===== config.mk =====
export PLATFORM = sky130hd
export DESIGN_NAME = yaz0_token_group_packer_core
export DESIGN_NICKNAME = d
export VERILOG_FILES = /design/src/hw/rtl/yzp_pkg.sv /design/src/hw/rtl/yzp_cmd_fifo.sv /design/src/hw/rtl/yzp_front.sv /design/src/hw/rtl/yzp_back.sv /design/src/hw/rtl/yaz0_token_group_packer_core.sv
export VERILOG_INCLUDE_DIRS = /design/src /design/src/hw/rtl
export SDC_FILE = /design/constraint.sdc
export NUM_CORES = 1
export LEC_CHECK = 0
export BUFFER_PORTS_ARGS = -buffer_cell sky130_fd_sc_hd__buf_2
export CORE_MARGIN = 2
export CORE_UTILIZATION = 65
export CTS_BUF_LIST = sky130_fd_sc_hd__clkbuf_4 sky130_fd_sc_hd__clkbuf_8
export CTS_CLUSTER_DIAMETER = 40
export DETAILED_ROUTE_END_ITERATION = 10
export GPL_TIMING_DRIVEN = 1
export PLACE_DENSITY = 0.78
export SYNTH_ARGS = -nofsm -noshare
export SYNTH_HDL_FRONTEND = slang
export SYNTH_SLANG_ARGS = --single-unit

===== constraint.sdc =====
create_clock -name clk -period 11.59 [get_ports clk]
set_input_delay 2.318 -clock clk [delete_from_list [all_inputs] [get_ports clk]]
set_output_delay 2.318 -clock clk [all_outputs]
set_load 0.02 [all_outputs]

===== src/hw/rtl/assert_macros.svh =====
// Assertion macros shared by the packer RTL.
// Needs signals named clk and rst_n in the including module.
`ifndef ASSERT_MACROS_SVH
`define ASSERT_MACROS_SVH

// Concurrent check on the rising clock, masked while in reset
`define YZP_ASSERT(lbl, prop, msg) \
  lbl: assert property (@(posedge clk) disable iff (!rst_n) prop) else $error(msg);

// Condition that must never be seen on a clock edge
`define YZP_NEVER(lbl, expr, msg) `YZP_ASSERT(lbl, !(expr), msg)

`endif


===== src/hw/rtl/yzp_pkg.sv =====
// Types and constants of the Yaz0 token group packer.
// No dependencies; imported by every packer module.
`default_nettype none

package yzp_pkg;

  // Widths fixed by the largest group (8 tokens of up to 3 bytes)
  localparam int FILL_W     = 5;
  localparam int TOK_W      = 4;
  localparam int MEM_AW     = FILL_W + 1;
  localparam int CMDQ_DEPTH = 4;
  localparam int CMDQ_AW    = 2;

  localparam logic [31:0] STREAM_TAG = 32'h5961_7A30;
  localparam logic [3:0]  HDR_LAST   = 4'd15;

  localparam logic [8:0]  MATCH_MIN  = 9'd3;
  localparam logic [8:0]  MATCH_LONG = 9'd18;
  localparam logic [8:0]  MATCH_MAX  = 9'd273;
  localparam logic [12:0] DIST_MIN   = 13'd1;
  localparam logic [12:0] DIST_MAX   = 13'd4096;

  typedef enum logic [1:0] {
    KIND_START   = 2'd0,
    KIND_LITERAL = 2'd1,
    KIND_MATCH   = 2'd2,
    KIND_FINISH  = 2'd3
  } kind_t;

  typedef enum logic [1:0] {
    ST_OK            = 2'd0,
    ST_SIZE_MISMATCH = 2'd1,
    ST_BAD_TOKEN     = 2'd2,
    ST_WRONG_ORDER   = 2'd3
  } status_t;

  typedef enum logic [1:0] {
    CFG_EXPECTED_SIZE = 2'd0,
    CFG_ALIGNMENT     = 2'd1,
    CFG_RESERVED      = 2'd2
  } cfg_idx_t;

  typedef enum logic [1:0] {
    OP_HEADER = 2'd0,
    OP_GROUP  = 2'd1,
    OP_STATUS = 2'd2
  } cmd_op_t;

  // Command handed from the front end to the emitter
  typedef struct packed {
    cmd_op_t             op;
    logic                bank;
    logic [7:0]          flag;
    logic [FILL_W-1:0]   fill;
    status_t             status;
  } cmd_t;

  // Group buffer write port
  typedef struct packed {
    logic              en;
    logic [MEM_AW-1:0] addr;
    logic [7:0]        data;
  } mem_wr_t;

  // Emitter tells the front end a buffer bank is free again
  typedef struct packed {
    logic done;
    logic bank;
  } grp_done_t;

endpackage

`default_nettype wire


===== src/hw/rtl/yzp_cmd_fifo.sv =====
// Short command queue between the packer front end and the emitter.
// Depends on yzp_pkg and assert_macros.svh.
`default_nettype none
`include "assert_macros.svh"

module yzp_cmd_fifo (
  input  wire logic          clk,
  input  wire logic          rst_n,
  input  wire logic          push,
  input  wire yzp_pkg::cmd_t data_in,
  output logic               full,
  input  wire logic          pop,
  output yzp_pkg::cmd_t      data_out,
  output logic               empty
);
  import yzp_pkg::*;

  cmd_t               mem_q [CMDQ_DEPTH];
  logic [CMDQ_AW-1:0] wr_ptr_r, wr_ptr_nxt;
  logic [CMDQ_AW-1:0] rd_ptr_r, rd_ptr_nxt;
  logic [CMDQ_AW:0]   count_r, count_nxt;
  logic               do_push, do_pop;

  assign full     = (count_r == (CMDQ_AW+1)'(CMDQ_DEPTH));
  assign empty    = (count_r == '0);
  assign data_out = mem_q[rd_ptr_r];
  assign do_push  = push && !full;
  assign do_pop   = pop && !empty;

  // Pointer and occupancy update
  always_comb begin
    wr_ptr_nxt = do_push ? wr_ptr_r + 1'b1 : wr_ptr_r;
    rd_ptr_nxt = do_pop ? rd_ptr_r + 1'b1 : rd_ptr_r;
    count_nxt  = count_r;
    if (do_push && !do_pop) begin
      count_nxt = count_r + 1'b1;
    end else if (do_pop && !do_push) begin
      count_nxt = count_r - 1'b1;
    end
  end

  always_ff @(posedge clk) begin
    if (!rst_n) begin
      wr_ptr_r <= '0;
      rd_ptr_r <= '0;
      count_r  <= '0;
    end else begin
      wr_ptr_r <= wr_ptr_nxt;
      rd_ptr_r <= rd_ptr_nxt;
      count_r  <= count_nxt;
    end
  end

  // Storage, no reset needed
  always_ff @(posedge clk) begin
    if (do_push) begin
      mem_q[wr_ptr_r] <= data_in;
    end
  end

  `YZP_ASSERT(a_count_bound, count_r <= (CMDQ_AW+1)'(CMDQ_DEPTH), "command queue overfilled")
  `YZP_NEVER(a_push_full, push && full, "command pushed into full queue")

endmodule

`default_nettype wire


===== src/hw/rtl/yzp_front.sv =====
// Front end: accepts items, checks order, size and token ranges, packs
// token bytes into the group buffer and issues emitter commands. Uses yzp_pkg.
`default_nettype none
`include "assert_macros.svh"

module yzp_front #(
  parameter int TOKENS_PER_GROUP = 8
) (
  input  wire logic              clk,
  input  wire logic              rst_n,
  input  wire logic              push,
  output logic                   full,
  input  wire logic [1:0]        in_kind,
  input  wire logic [7:0]        in_literal_byte,
  input  wire logic [8:0]        in_match_length,
  input  wire logic [12:0]       in_match_distance,
  input  wire logic [31:0]       expected_size,
  input  wire logic              q_full,
  output logic                   q_push,
  output yzp_pkg::cmd_t          q_data,
  output yzp_pkg::mem_wr_t       mem_wr,
  input  wire yzp_pkg::grp_done_t grp_done
);
  import yzp_pkg::*;

  typedef enum logic [3:0] {
    PH_IDLE = 4'b0001,
    PH_RUN  = 4'b0010,
    PH_DONE = 4'b0100,
    PH_ERR  = 4'b1000
  } phase_t;

  phase_t            phase_r, phase_nxt;
  logic [7:0]        flag_r, flag_nxt;
  logic [FILL_W-1:0] fill_r, fill_nxt;
  logic [TOK_W-1:0]  tok_r, tok_nxt;
  logic [32:0]       cons_r, cons_nxt;
  logic              bank_r, bank_nxt;
  logic [1:0]        pend_r, pend_nxt;
  // trailing bytes of a match still to be written
  logic [1:0]        wr_left_r, wr_left_nxt;
  logic [FILL_W-1:0] wr_addr_r, wr_addr_nxt;
  logic              wr_bank_r, wr_bank_nxt;
  logic [7:0]        ext0_r, ext0_nxt, ext1_r, ext1_nxt;
  // command held until the group's last byte is written
  logic              hold_r, hold_nxt;
  cmd_t              hold_cmd_r, hold_cmd_nxt;

  logic              accept;
  kind_t             kind;

  assign kind   = kind_t'(in_kind);
  assign full   = (wr_left_r != 2'd0) || q_full || pend_r[bank_r];
  assign accept = push && !full;

  always_comb begin
    logic [12:0]      d13;
    logic [8:0]       lm2, ll;
    logic [8:0]       used;
    logic [32:0]      sum;
    logic [1:0]       nbytes;
    logic [7:0]       b0, b1, b2;
    logic [TOK_W-1:0] tok_new;
    logic [7:0]       flag_new;
    logic [FILL_W-1:0] fill_new;
    logic             bad;
    cmd_t             cmd;

    d13      = in_match_distance - 13'd1;
    lm2      = in_match_length - 9'd2;
    ll       = in_match_length - MATCH_LONG;
    used     = (kind == KIND_LITERAL) ? 9'd1 : in_match_length;
    sum      = cons_r + {24'd0, used};
    bad      = (kind == KIND_MATCH) &&
               (in_match_length < MATCH_MIN || in_match_length > MATCH_MAX ||
                in_match_distance < DIST_MIN || in_match_distance > DIST_MAX);
    tok_new  = tok_r + 1'b1;

    // byte layout of the token
    if (kind == KIND_LITERAL) begin
      nbytes   = 2'd1;
      b0       = in_literal_byte;
      b1       = 8'h00;
      b2       = 8'h00;
      flag_new = flag_r | (8'h80 >> tok_r[2:0]);
    end else if (in_match_length < MATCH_LONG) begin
      nbytes   = 2'd2;
      b0       = {lm2[3:0], d13[11:8]};
      b1       = d13[7:0];
      b2       = 8'h00;
      flag_new = flag_r;
    end else begin
      nbytes   = 2'd3;
      b0       = {4'h0, d13[11:8]};
      b1       = d13[7:0];
      b2       = ll[7:0];
      flag_new = flag_r;
    end
    fill_new = fill_r + {{(FILL_W-2){1'b0}}, nbytes};

    phase_nxt    = phase_r;
    flag_nxt     = flag_r;
    fill_nxt     = fill_r;
    tok_nxt      = tok_r;
    cons_nxt     = cons_r;
    bank_nxt     = bank_r;
    pend_nxt     = pend_r;
    wr_left_nxt  = wr_left_r;
    wr_addr_nxt  = wr_addr_r;
    wr_bank_nxt  = wr_bank_r;
    ext0_nxt     = ext0_r;
    ext1_nxt     = ext1_r;
    hold_nxt     = hold_r;
    hold_cmd_nxt = hold_cmd_r;
    q_push       = 1'b0;
    mem_wr       = '0;

    cmd        = '0;
    cmd.op     = OP_STATUS;
    cmd.status = ST_OK;
    cmd.bank   = bank_r;

    // bank released by the emitter
    if (grp_done.done) begin
      pend_nxt[grp_done.bank] = 1'b0;
    end

    if (accept) begin
      if (kind == KIND_START) begin
        q_push = 1'b1;
        if (phase_r != PH_IDLE) begin
          cmd.status = ST_WRONG_ORDER;
        end else begin
          cmd.op    = OP_HEADER;
          flag_nxt  = 8'h00;
          fill_nxt  = '0;
          tok_nxt   = '0;
          cons_nxt  = '0;
          phase_nxt = PH_RUN;
        end
      end else if (phase_r != PH_RUN) begin
        q_push     = 1'b1;
        cmd.status = ST_WRONG_ORDER;
      end else begin
        case (kind)
          KIND_FINISH: begin
            q_push = 1'b1;
            if (cons_r != {1'b0, expected_size}) begin
              cmd.status = ST_SIZE_MISMATCH;
              phase_nxt  = PH_ERR;
            end else begin
              phase_nxt = PH_DONE;
              if (tok_r != '0) begin
                cmd.op           = OP_GROUP;
                cmd.flag         = flag_r;
                cmd.fill         = fill_r;
                pend_nxt[bank_r] = 1'b1;
                bank_nxt         = !bank_r;
                flag_nxt         = 8'h00;
                fill_nxt         = '0;
                tok_nxt          = '0;
              end
            end
          end
          KIND_LITERAL, KIND_MATCH: begin
            if (bad) begin
              q_push     = 1'b1;
              cmd.status = ST_BAD_TOKEN;
            end else if (sum > {1'b0, expected_size}) begin
              q_push     = 1'b1;
              cmd.status = ST_SIZE_MISMATCH;
              phase_nxt  = PH_ERR;
            end else begin
              cons_nxt    = sum;
              mem_wr.en   = 1'b1;
              mem_wr.addr = {bank_r, fill_r};
              mem_wr.data = b0;
              wr_left_nxt = nbytes - 2'd1;
              wr_addr_nxt = fill_r + 1'b1;
              wr_bank_nxt = bank_r;
              ext0_nxt    = b1;
              ext1_nxt    = b2;
              flag_nxt    = flag_new;
              fill_nxt    = fill_new;
              tok_nxt     = tok_new;
              // group complete: hand it over and switch banks
              if (tok_new >= TOK_W'(TOKENS_PER_GROUP)) begin
                cmd.op           = OP_GROUP;
                cmd.flag         = flag_new;
                cmd.fill         = fill_new;
                pend_nxt[bank_r] = 1'b1;
                bank_nxt         = !bank_r;
                flag_nxt         = 8'h00;
                fill_nxt         = '0;
                tok_nxt          = '0;
                if (nbytes == 2'd1) begin
                  q_push = 1'b1;
                end else begin
                  hold_nxt     = 1'b1;
                  hold_cmd_nxt = cmd;
                end
              end
            end
          end
          default: begin
          end
        endcase
      end
    end else if (wr_left_r != 2'd0) begin
      // trailing match bytes, one per cycle
      mem_wr.en   = 1'b1;
      mem_wr.addr = {wr_bank_r, wr_addr_r};
      mem_wr.data = ext0_r;
      ext0_nxt    = ext1_r;
      wr_addr_nxt = wr_addr_r + 1'b1;
      wr_left_nxt = wr_left_r - 2'd1;
      if (wr_left_r == 2'd1 && hold_r) begin
        q_push   = 1'b1;
        cmd      = hold_cmd_r;
        hold_nxt = 1'b0;
      end
    end

    q_data = cmd;
  end

  always_ff @(posedge clk) begin
    if (!rst_n) begin
      phase_r   <= PH_IDLE;
      flag_r    <= 8'h00;
      fill_r    <= '0;
      tok_r     <= '0;
      cons_r    <= '0;
      bank_r    <= 1'b0;
      pend_r    <= 2'b00;
      wr_left_r <= 2'd0;
      hold_r    <= 1'b0;
    end else begin
      phase_r   <= phase_nxt;
      flag_r    <= flag_nxt;
      fill_r    <= fill_nxt;
      tok_r     <= tok_nxt;
      cons_r    <= cons_nxt;
      bank_r    <= bank_nxt;
      pend_r    <= pend_nxt;
      wr_left_r <= wr_left_nxt;
      hold_r    <= hold_nxt;
    end
  end

  // Payload of the pending writes
  always_ff @(posedge clk) begin
    wr_addr_r  <= wr_addr_nxt;
    wr_bank_r  <= wr_bank_nxt;
    ext0_r     <= ext0_nxt;
    ext1_r     <= ext1_nxt;
    hold_cmd_r <= hold_cmd_nxt;
  end

  `YZP_ASSERT(a_busy_full, (wr_left_r != 2'd0) |-> full, "item accepted during match write")
  `YZP_ASSERT(a_hold_busy, hold_r |-> (wr_left_r != 2'd0), "held command without pending write")

endmodule

`default_nettype wire


===== src/hw/rtl/yzp_back.sv =====
// Emitter: runs header, group and status commands; drives the result register
// one byte per cycle if free. Holds the two-bank group buffer. Uses yzp_pkg.
`default_nettype none
`include "assert_macros.svh"

module yzp_back (
  input  wire logic               clk,
  input  wire logic               rst_n,
  input  wire logic               q_empty,
  input  wire yzp_pkg::cmd_t      q_data,
  output logic                    q_pop,
  input  wire yzp_pkg::mem_wr_t   mem_wr,
  output yzp_pkg::grp_done_t      grp_done,
  input  wire logic [31:0]        expected_size,
  input  wire logic [31:0]        alignment_word,
  input  wire logic [31:0]        reserved_word,
  output logic                    empty,
  input  wire logic               pop,
  output logic [7:0]              out_byte,
  output logic                    out_byte_valid,
  output logic                    out_last,
  output logic [1:0]              out_status
);
  import yzp_pkg::*;

  typedef enum logic [2:0] {
    B_IDLE = 3'b001,
    B_HDR  = 3'b010,
    B_GRP  = 3'b100
  } bstate_t;

  bstate_t           st_r, st_nxt;
  logic [FILL_W-1:0] j_r, j_nxt;
  logic              bank_r, bank_nxt;
  logic [FILL_W-1:0] fill_r, fill_nxt;
  logic              out_full_r, out_full_nxt;
  logic [7:0]        out_byte_r, byte_nxt;
  logic              out_bv_r, bv_nxt;
  logic              out_last_r, last_nxt;
  status_t           out_status_r, status_nxt;
  logic              emit, out_free;
  logic [7:0]        grp_mem [2**MEM_AW];
  logic [7:0]        rd_q;
  logic [MEM_AW-1:0] rd_addr;

  // Header byte j: magic then three big-endian words
  function automatic logic [7:0] hdr_byte(input logic [3:0] j, input logic [31:0] w1,
                                          input logic [31:0] w2, input logic [31:0] w3);
    logic [31:0] w;
    logic [31:0] sh;
    case (j[3:2])
      2'd0:    w = STREAM_TAG;
      2'd1:    w = w1;
      2'd2:    w = w2;
      default: w = w3;
    endcase
    sh = w >> {~j[1:0], 3'b000};
    return sh[7:0];
  endfunction

  assign out_free = !out_full_r || pop;

  always_comb begin
    st_nxt        = st_r;
    j_nxt         = j_r;
    bank_nxt      = bank_r;
    fill_nxt      = fill_r;
    emit          = 1'b0;
    q_pop         = 1'b0;
    byte_nxt      = 8'h00;
    bv_nxt        = 1'b1;
    last_nxt      = 1'b0;
    status_nxt    = ST_OK;
    grp_done      = '0;
    grp_done.bank = bank_r;

    case (st_r)
      B_IDLE: begin
        if (!q_empty && out_free) begin
          q_pop = 1'b1;
          emit  = 1'b1;
          case (q_data.op)
            OP_HEADER: begin
              byte_nxt = hdr_byte(4'd0, expected_size, alignment_word, reserved_word);
              j_nxt    = 5'd1;
              st_nxt   = B_HDR;
            end
            OP_GROUP: begin
              byte_nxt = q_data.flag;
              bank_nxt = q_data.bank;
              fill_nxt = q_data.fill;
              j_nxt    = 5'd1;
              if (q_data.fill == '0) begin
                last_nxt      = 1'b1;
                grp_done.done = 1'b1;
                grp_done.bank = q_data.bank;
              end else begin
                st_nxt = B_GRP;
              end
            end
            default: begin
              bv_nxt     = 1'b0;
              last_nxt   = 1'b1;
              status_nxt = q_data.status;
            end
          endcase
        end
      end
      B_HDR: begin
        if (out_free) begin
          emit     = 1'b1;
          byte_nxt = hdr_byte(j_r[3:0], expected_size, alignment_word, reserved_word);
          j_nxt    = j_r + 1'b1;
          if (j_r[3:0] == HDR_LAST) begin
            last_nxt = 1'b1;
            st_nxt   = B_IDLE;
          end
        end
      end
      B_GRP: begin
        if (out_free) begin
          emit     = 1'b1;
          byte_nxt = rd_q;
          j_nxt    = j_r + 1'b1;
          if (j_r == fill_r) begin
            last_nxt      = 1'b1;
            grp_done.done = 1'b1;
            st_nxt        = B_IDLE;
          end
        end
      end
      default: begin
        st_nxt = B_IDLE;
      end
    endcase

    out_full_nxt = emit ? 1'b1 : (pop ? 1'b0 : out_full_r);
  end

  // Read data always tracks the byte the next cycle will send
  assign rd_addr = {bank_nxt, j_nxt - 5'd1};

  always_ff @(posedge clk) begin
    if (mem_wr.en) begin
      grp_mem[mem_wr.addr] <= mem_wr.data;
    end
    rd_q <= grp_mem[rd_addr];
  end

  always_ff @(posedge clk) begin
    if (!rst_n) begin
      st_r       <= B_IDLE;
      j_r        <= '0;
      out_full_r <= 1'b0;
    end else begin
      st_r       <= st_nxt;
      j_r        <= j_nxt;
      out_full_r <= out_full_nxt;
    end
  end

  // Result payload and command context
  always_ff @(posedge clk) begin
    bank_r <= bank_nxt;
    fill_r <= fill_nxt;
    if (emit) begin
      out_byte_r   <= byte_nxt;
      out_bv_r     <= bv_nxt;
      out_last_r   <= last_nxt;
      out_status_r <= status_nxt;
    end
  end

  assign empty          = !out_full_r;
  assign out_byte       = out_byte_r;
  assign out_byte_valid = out_bv_r;
  assign out_last       = out_last_r;
  assign out_status     = out_status_r;

  `YZP_ASSERT(a_hdr_index, (st_r == B_HDR) |-> (j_r >= 5'd1 && j_r <= 5'd15),
              "header index out of range")
  `YZP_ASSERT(a_grp_index, (st_r == B_GRP) |-> (j_r >= 5'd1 && j_r <= fill_r),
              "group index past fill")

endmodule

`default_nettype wire


===== src/hw/rtl/yaz0_token_group_packer_core.sv =====
// Yaz0 token group packer top: configuration registers, front end,
// command queue and emitter. Depends on yzp_pkg, yzp_front, yzp_cmd_fifo, yzp_back.
//
// Usage:
//  - Configure expected_size (0), alignment_word (1) and reserved_word (2) on the
//    cfg_ channel while idle; cfg_ready is always high.
//  - Items go in as a queue: push with full low. kind 0 starts a stream and
//    yields the 16-byte header, 1/2 pack a literal or match into the current
//    group, 3 finishes and flushes a partial group.
//  - Results come out as a queue: while empty is low the oldest result is on the
//    out_ ports, taken with pop. Status-only results carry out_byte_valid low.
//  - A group-ending match issues its group command after its trailing bytes are written.
//  - A literal's byte is written on accept; a match's further bytes follow through the
//    single write port of the group buffer, and full stays high until they are written.
//    Results drain at one byte per cycle from the emitter while the receiver pops.
//  - full also rises while the command queue is full or the group buffer bank
//    about to be filled is still being emitted.
//  - A stalled receiver holds the result register; the emitter and then the
//    queue back up and full rises. Nothing is lost.
//  - Synchronous reset clears the registers, the stream phase and the queues.
//    No clearing pass is needed.
`default_nettype none

module yaz0_token_group_packer_core #(
  parameter int TOKENS_PER_GROUP = 8
) (
  input  wire logic        clk,
  input  wire logic        rst_n,
  // item channel
  input  wire logic        push,
  output logic             full,
  input  wire logic [1:0]  in_kind,
  input  wire logic [7:0]  in_literal_byte,
  input  wire logic [8:0]  in_match_length,
  input  wire logic [12:0] in_match_distance,
  // result channel
  output logic             empty,
  input  wire logic        pop,
  output logic [7:0]       out_byte,
  output logic             out_byte_valid,
  output logic             out_last,
  output logic [1:0]       out_status,
  // configuration channel
  input  wire logic        cfg_valid,
  output logic             cfg_ready,
  input  wire logic [1:0]  cfg_index,
  input  wire logic [31:0] cfg_data
);
  import yzp_pkg::*;

  logic [31:0] expected_size_r, alignment_word_r, reserved_word_r;
  logic        q_full, q_push, q_pop, q_empty;
  cmd_t        q_in, q_out;
  mem_wr_t     mem_wr;
  grp_done_t   grp_done;

  assign cfg_ready = 1'b1;

  // Configuration registers
  always_ff @(posedge clk) begin
    if (!rst_n) begin
      expected_size_r  <= '0;
      alignment_word_r <= '0;
      reserved_word_r  <= '0;
    end else if (cfg_valid && cfg_ready) begin
      case (cfg_idx_t'(cfg_index))
        CFG_EXPECTED_SIZE: expected_size_r  <= cfg_data;
        CFG_ALIGNMENT:     alignment_word_r <= cfg_data;
        CFG_RESERVED:      reserved_word_r  <= cfg_data;
        default: begin
        end
      endcase
    end
  end

  yzp_front #(
    .TOKENS_PER_GROUP(TOKENS_PER_GROUP)
  ) u_front (
    .clk              (clk),
    .rst_n            (rst_n),
    .push             (push),
    .full             (full),
    .in_kind          (in_kind),
    .in_literal_byte  (in_literal_byte),
    .in_match_length  (in_match_length),
    .in_match_distance(in_match_distance),
    .expected_size    (expected_size_r),
    .q_full           (q_full),
    .q_push           (q_push),
    .q_data           (q_in),
    .mem_wr           (mem_wr),
    .grp_done         (grp_done)
  );

  yzp_cmd_fifo u_cmdq (
    .clk     (clk),
    .rst_n   (rst_n),
    .push    (q_push),
    .data_in (q_in),
    .full    (q_full),
    .pop     (q_pop),
    .data_out(q_out),
    .empty   (q_empty)
  );

  yzp_back u_back (
    .clk           (clk),
    .rst_n         (rst_n),
    .q_empty       (q_empty),
    .q_data        (q_out),
    .q_pop         (q_pop),
    .mem_wr        (mem_wr),
    .grp_done      (grp_done),
    .expected_size (expected_size_r),
    .alignment_word(alignment_word_r),
    .reserved_word (reserved_word_r),
    .empty         (empty),
    .pop           (pop),
    .out_byte      (out_byte),
    .out_byte_valid(out_byte_valid),
    .out_last      (out_last),
    .out_status    (out_status)
  );

endmodule

`default_nettype wire


==> results.json <==
{
  "outcome": "finished, violations left",
  "violations": "DRC",
  "std_cell_rows": 86,
  "slowest_stage": "nor2_1",
  "timing.fmax_mhz": 111.4,
  "dp_cells": 3488,
  "die_h_um": 240.0,
  "setup_viol": 0,
  "cts_root_buf": "clkbuf_8",
  "cts_hold_buf": 0,
  "synth_nets": 2931,
  "ys_seq_elements": 820,
  "clkSinkCount": 820,
  "r2r-start": "u_front.cons_r[0]",
  "r2r_slack_ns": 4.64,
  "ys.flop_type": "edfxtp_1",
  "cts_buffer_depth": 3,
  "min_to": "alignment_word_r[5]",
  "synth.avg_cell_area_um2": 12.97,
  "drt_iter0_markers": 3322,
  "cts_tree": "done",
  "ios": 86,
  "antenna_cells": 0,
  "cts_buffers": 134,
  "first_pass_iters": 9,
  "grt_max_degree": 111,
  "holdCritStartpoint": "alignment_word_r[5]",
  "crit_required_ns": 12.02,
  "crit_family": "simple AND/OR/NAND/NOR gates",
  "die_x_um": 240.0,
  "tightestPinTransition_ns": 1.198,
  "synth_area_um2": 36190,
  "min_period_over_period_pct": 77.45,
  "r2r_cells": 21,
  "rsz0062_at_grt": "false",
  "overflow": 0,
  "irDropWorstVdd_mv": 0.2305,
  "io_buffers": 84,
  "start_util_pct": 65.69,
  "power_density_nw_per_um2": 240.1,
  "fin_cells": 3731,
  "skew_ns": 0.04869,
  "wl_mm": 94.83,
  "drive_above_1_share_pct": 17.93,
  "grt_antenna_before_repair": 3,
  "grt_pass1_wl_mm": 141.9,
  "finalHoldViolCount": 0,
  "critPathBufInv": 4,
  "relSlewSlack_pct": 20.13,
  "cp-end-kind": "register",
  "synthCells": 2790,
  "cts_resized": 0,
  "ant_nets": 0,
  "synthArstFlopShare_pct": 0,
  "cap_violations": 0,
  "maxSlewViolCount": 0,
  "synth_edf_count": 637,
  "cpMostUsedCell": "a21oi_1",
  "tns_ns": 0,
  "gp_congestion": 1.013,
  "htree_num_levels": 4,
  "vias": 24400,
  "min_period_ns": 8.977,
  "grt.total_usage_pct": 33.48,
  "routedWlPerCell_um": 25.42,
  "drc": 1,
  "yosysSeqAreaShare_pct": 62.97,
  "hp-class": "reg2reg",
  "clkSlewWorstSetupHoldPaths_ns": 0.06,
  "slowest_delay_ns": 0.86,
  "die_area_um2": 57580,
  "insertion_delay_ns": 0.82,
  "cp_data_arrival_time_ns": 9.41,
  "core_um2": 55090,
  "fin_nets": 3017,
  "rr_endpoint": "u_back.grp_mem[27][2]",
  "setup.worst_path.start_class": "input port",
  "post_cts_buffers": 0,
  "yosysUniqueCellTypes": 75,
  "power_leakage_nw": 13.64,
  "post-dp-hpwl_mm": 62.36,
  "vias_per_cell": 6.539,
  "criticalPathCategory": "in2reg",
  "first_global_vias": 23650,
  "worstPathMaxFanout": 28,
  "hold_depth": 2,
  "area_delta_synth_final_pct": 11.10,
  "ys.warnings.count": 0
}
-- flip-flops by register name, summed over array words and instances (netlist names), 8 cells and up, named ones only --
name,count
u_back.grp_mem,512
u_cmdq.mem_q,72
u_front.cons_r,33
alignment_word_r,32
expected_size_r,32
reserved_word_r,32
u_front.hold_cmd_r,14
u_back.out_byte,8
u_back.rd_q,8
u_front.ext0_r,8
u_front.ext1_r,8
u_front.flag_r,8
-- cell usage after synthesis (6+ instances only) --
library cell  count  share of area, %
xor2_1           30              0.73
o211ai_1         13              0.27
nand4b_1          6              0.15
edfxtp_1        637                53
mux2_2            7              0.22
clkbuf_1        136               1.4
and2_1           18              0.31
a221oi_1         15              0.36
a22oi_1          15              0.31
or3_1            11              0.19
nor2b_1          15              0.26
a21o_1           11              0.23
a21oi_1         178               2.5
a221o_1           7              0.19
ha_1             67               2.3
buf_1             9             0.093
nand4_1          49              0.85
nand3_1          99               1.4
and3_1           25              0.43
buf_2            18              0.25
mux4_2          146               9.1
nor3b_1           6              0.12
inv_1            93              0.96
a22o_1            7              0.17
xnor2_1          69               1.7
o2bb2ai_1         6              0.15
o22ai_1          12              0.21
nor3_1           38              0.53
nand2b_1         10              0.17
nor2_1          188               1.9
o31ai_1          23              0.48
dfxtp_1         183                10
or4_1             6              0.12
o21ai_0          67              0.93
mux2i_1          32              0.89
or2_2             7              0.12
a31oi_1          21              0.36
nand2_1         417               4.3
nor4_1           10              0.17
-- kinds of logic (layout without fill, tap and decap cells) --
logic type / Yosys count / count (layout) / share of synthesized area [%]
XOR/XNOR: 100 / 100 / 2.472
adder cells (fa/ha/maj): 70 / 70 / 2.482
flip-flops: 820 / 820 / 62.97
other: 1 / 1 / 0.01036
multiplexers: 185 / 185 / 10.19
AO/OA/AOI/OAI: 431 / 431 / 7.564
buffers and inverters: 263 / 456 / 2.862
AND/OR/NAND/NOR: 920 / 920 / 11.45
-- cell usage in the layout (no fill, tap or decap), drive strengths merged, types with 29 or more instances in the layout --
cell type	count
nand2	417
dfxtp	183
edfxtp	637
nand4	49
buf	119
xor2	31
clkinv	29
a21oi	178
inv	108
ha	67
mux2i	32
mux4	146
nor2	188
o21ai	68
xnor2	69
nand3	99
nor3	38
clkbuf	182
-- metrics by stage --
step	util (%)	hold WS (ns)	instance area, µm²	total power [W]	setup slack, ns
finish	72.98	0.4542	40210	0.009654	2.613
CTS	72.98	0.4546	40210	0.009586	2.751
global route	72.98	0.4715	40210	0.009950	2.232
global placement	67.63	0.4393	37260	0.006777	2.050
detailed placement	67.63	0.4467	37260	0.006854	1.929
floorplan	-	0.4315	36190	0.005836	2.287
-- where the power goes --
part | internal (W) | total (W) | switching [W]
combinational | 0.00107 | 0.00311 | 0.00204
sequential | 0.00368 | 0.00378 | 0.000102
clock | 0.00154 | 0.00276 | 0.00122
-- area by class of cell --
| cell class | count | area (µm²) |
|---|---|---|
| inverters | 94 | 362.8 |
| multi-input cells | 1707 | 12490 |
| repair buffers | 119 | 683.2 |
| fillers | 3568 | 14880 |
| clock inverters | 61 | 686.9 |
| flip-flops and latches | 820 | 22790 |
| well taps | 748 | 935.9 |
| clock buffers | 182 | 2261 |
-- how the worst max path moves through the flow --
stage	slack, ns	endpoint	startpoint	depth (start not counted)
3_3_place_gp	2.05	u_back.grp_mem[11][2]	in_kind[1]	26
6_report	2.61	u_back.grp_mem[27][2]	in_kind[1]	26
2_1_floorplan	2.29	u_back.grp_mem[0][4]	in_kind[1]	22
3_5_place_dp	1.93	u_back.grp_mem[27][1]	in_kind[1]	26
5_1_grt	2.23	u_back.grp_mem[27][2]	in_kind[1]	26
4_1_cts	2.75	u_back.grp_mem[27][2]	in_kind[1]	26
-- routing by layer --
metal / share of wire (%) / vias up / GRT usage, %
li1: - / 10600 / -
met1: 38 / 11820 / 44.60
met2: 46 / 1667 / 52.01
met3: 11 / 309 / 7.509
met4: 5.4 / 2 / 17.84
met5: 0.017 / - / 0
-- worst register-to-register path, stage by stage (launching register included) --
cell and delay [ns]:
dfxtp_1 0.38, ha_1 0.22, fa_1 0.23, a21oi_1 0.10, nor2_1 0.16, o311ai_0 0.20
a21oi_1 0.62, nand2_1 0.25, nor3_1 0.31, nand2_1 0.12, xnor2_1 0.22, ha_1 0.29
a21oi_1 0.13, a2bb2oi_1 0.17, a21oi_1 0.08, a2111o_1 0.38, a22oi_1 0.47, and3_1 0.25
buf_4 0.31, a32o_1 0.22, nand3_1 0.63, nor2_1 0.87
No activity file was read; power rests on OpenSTA's default activity.
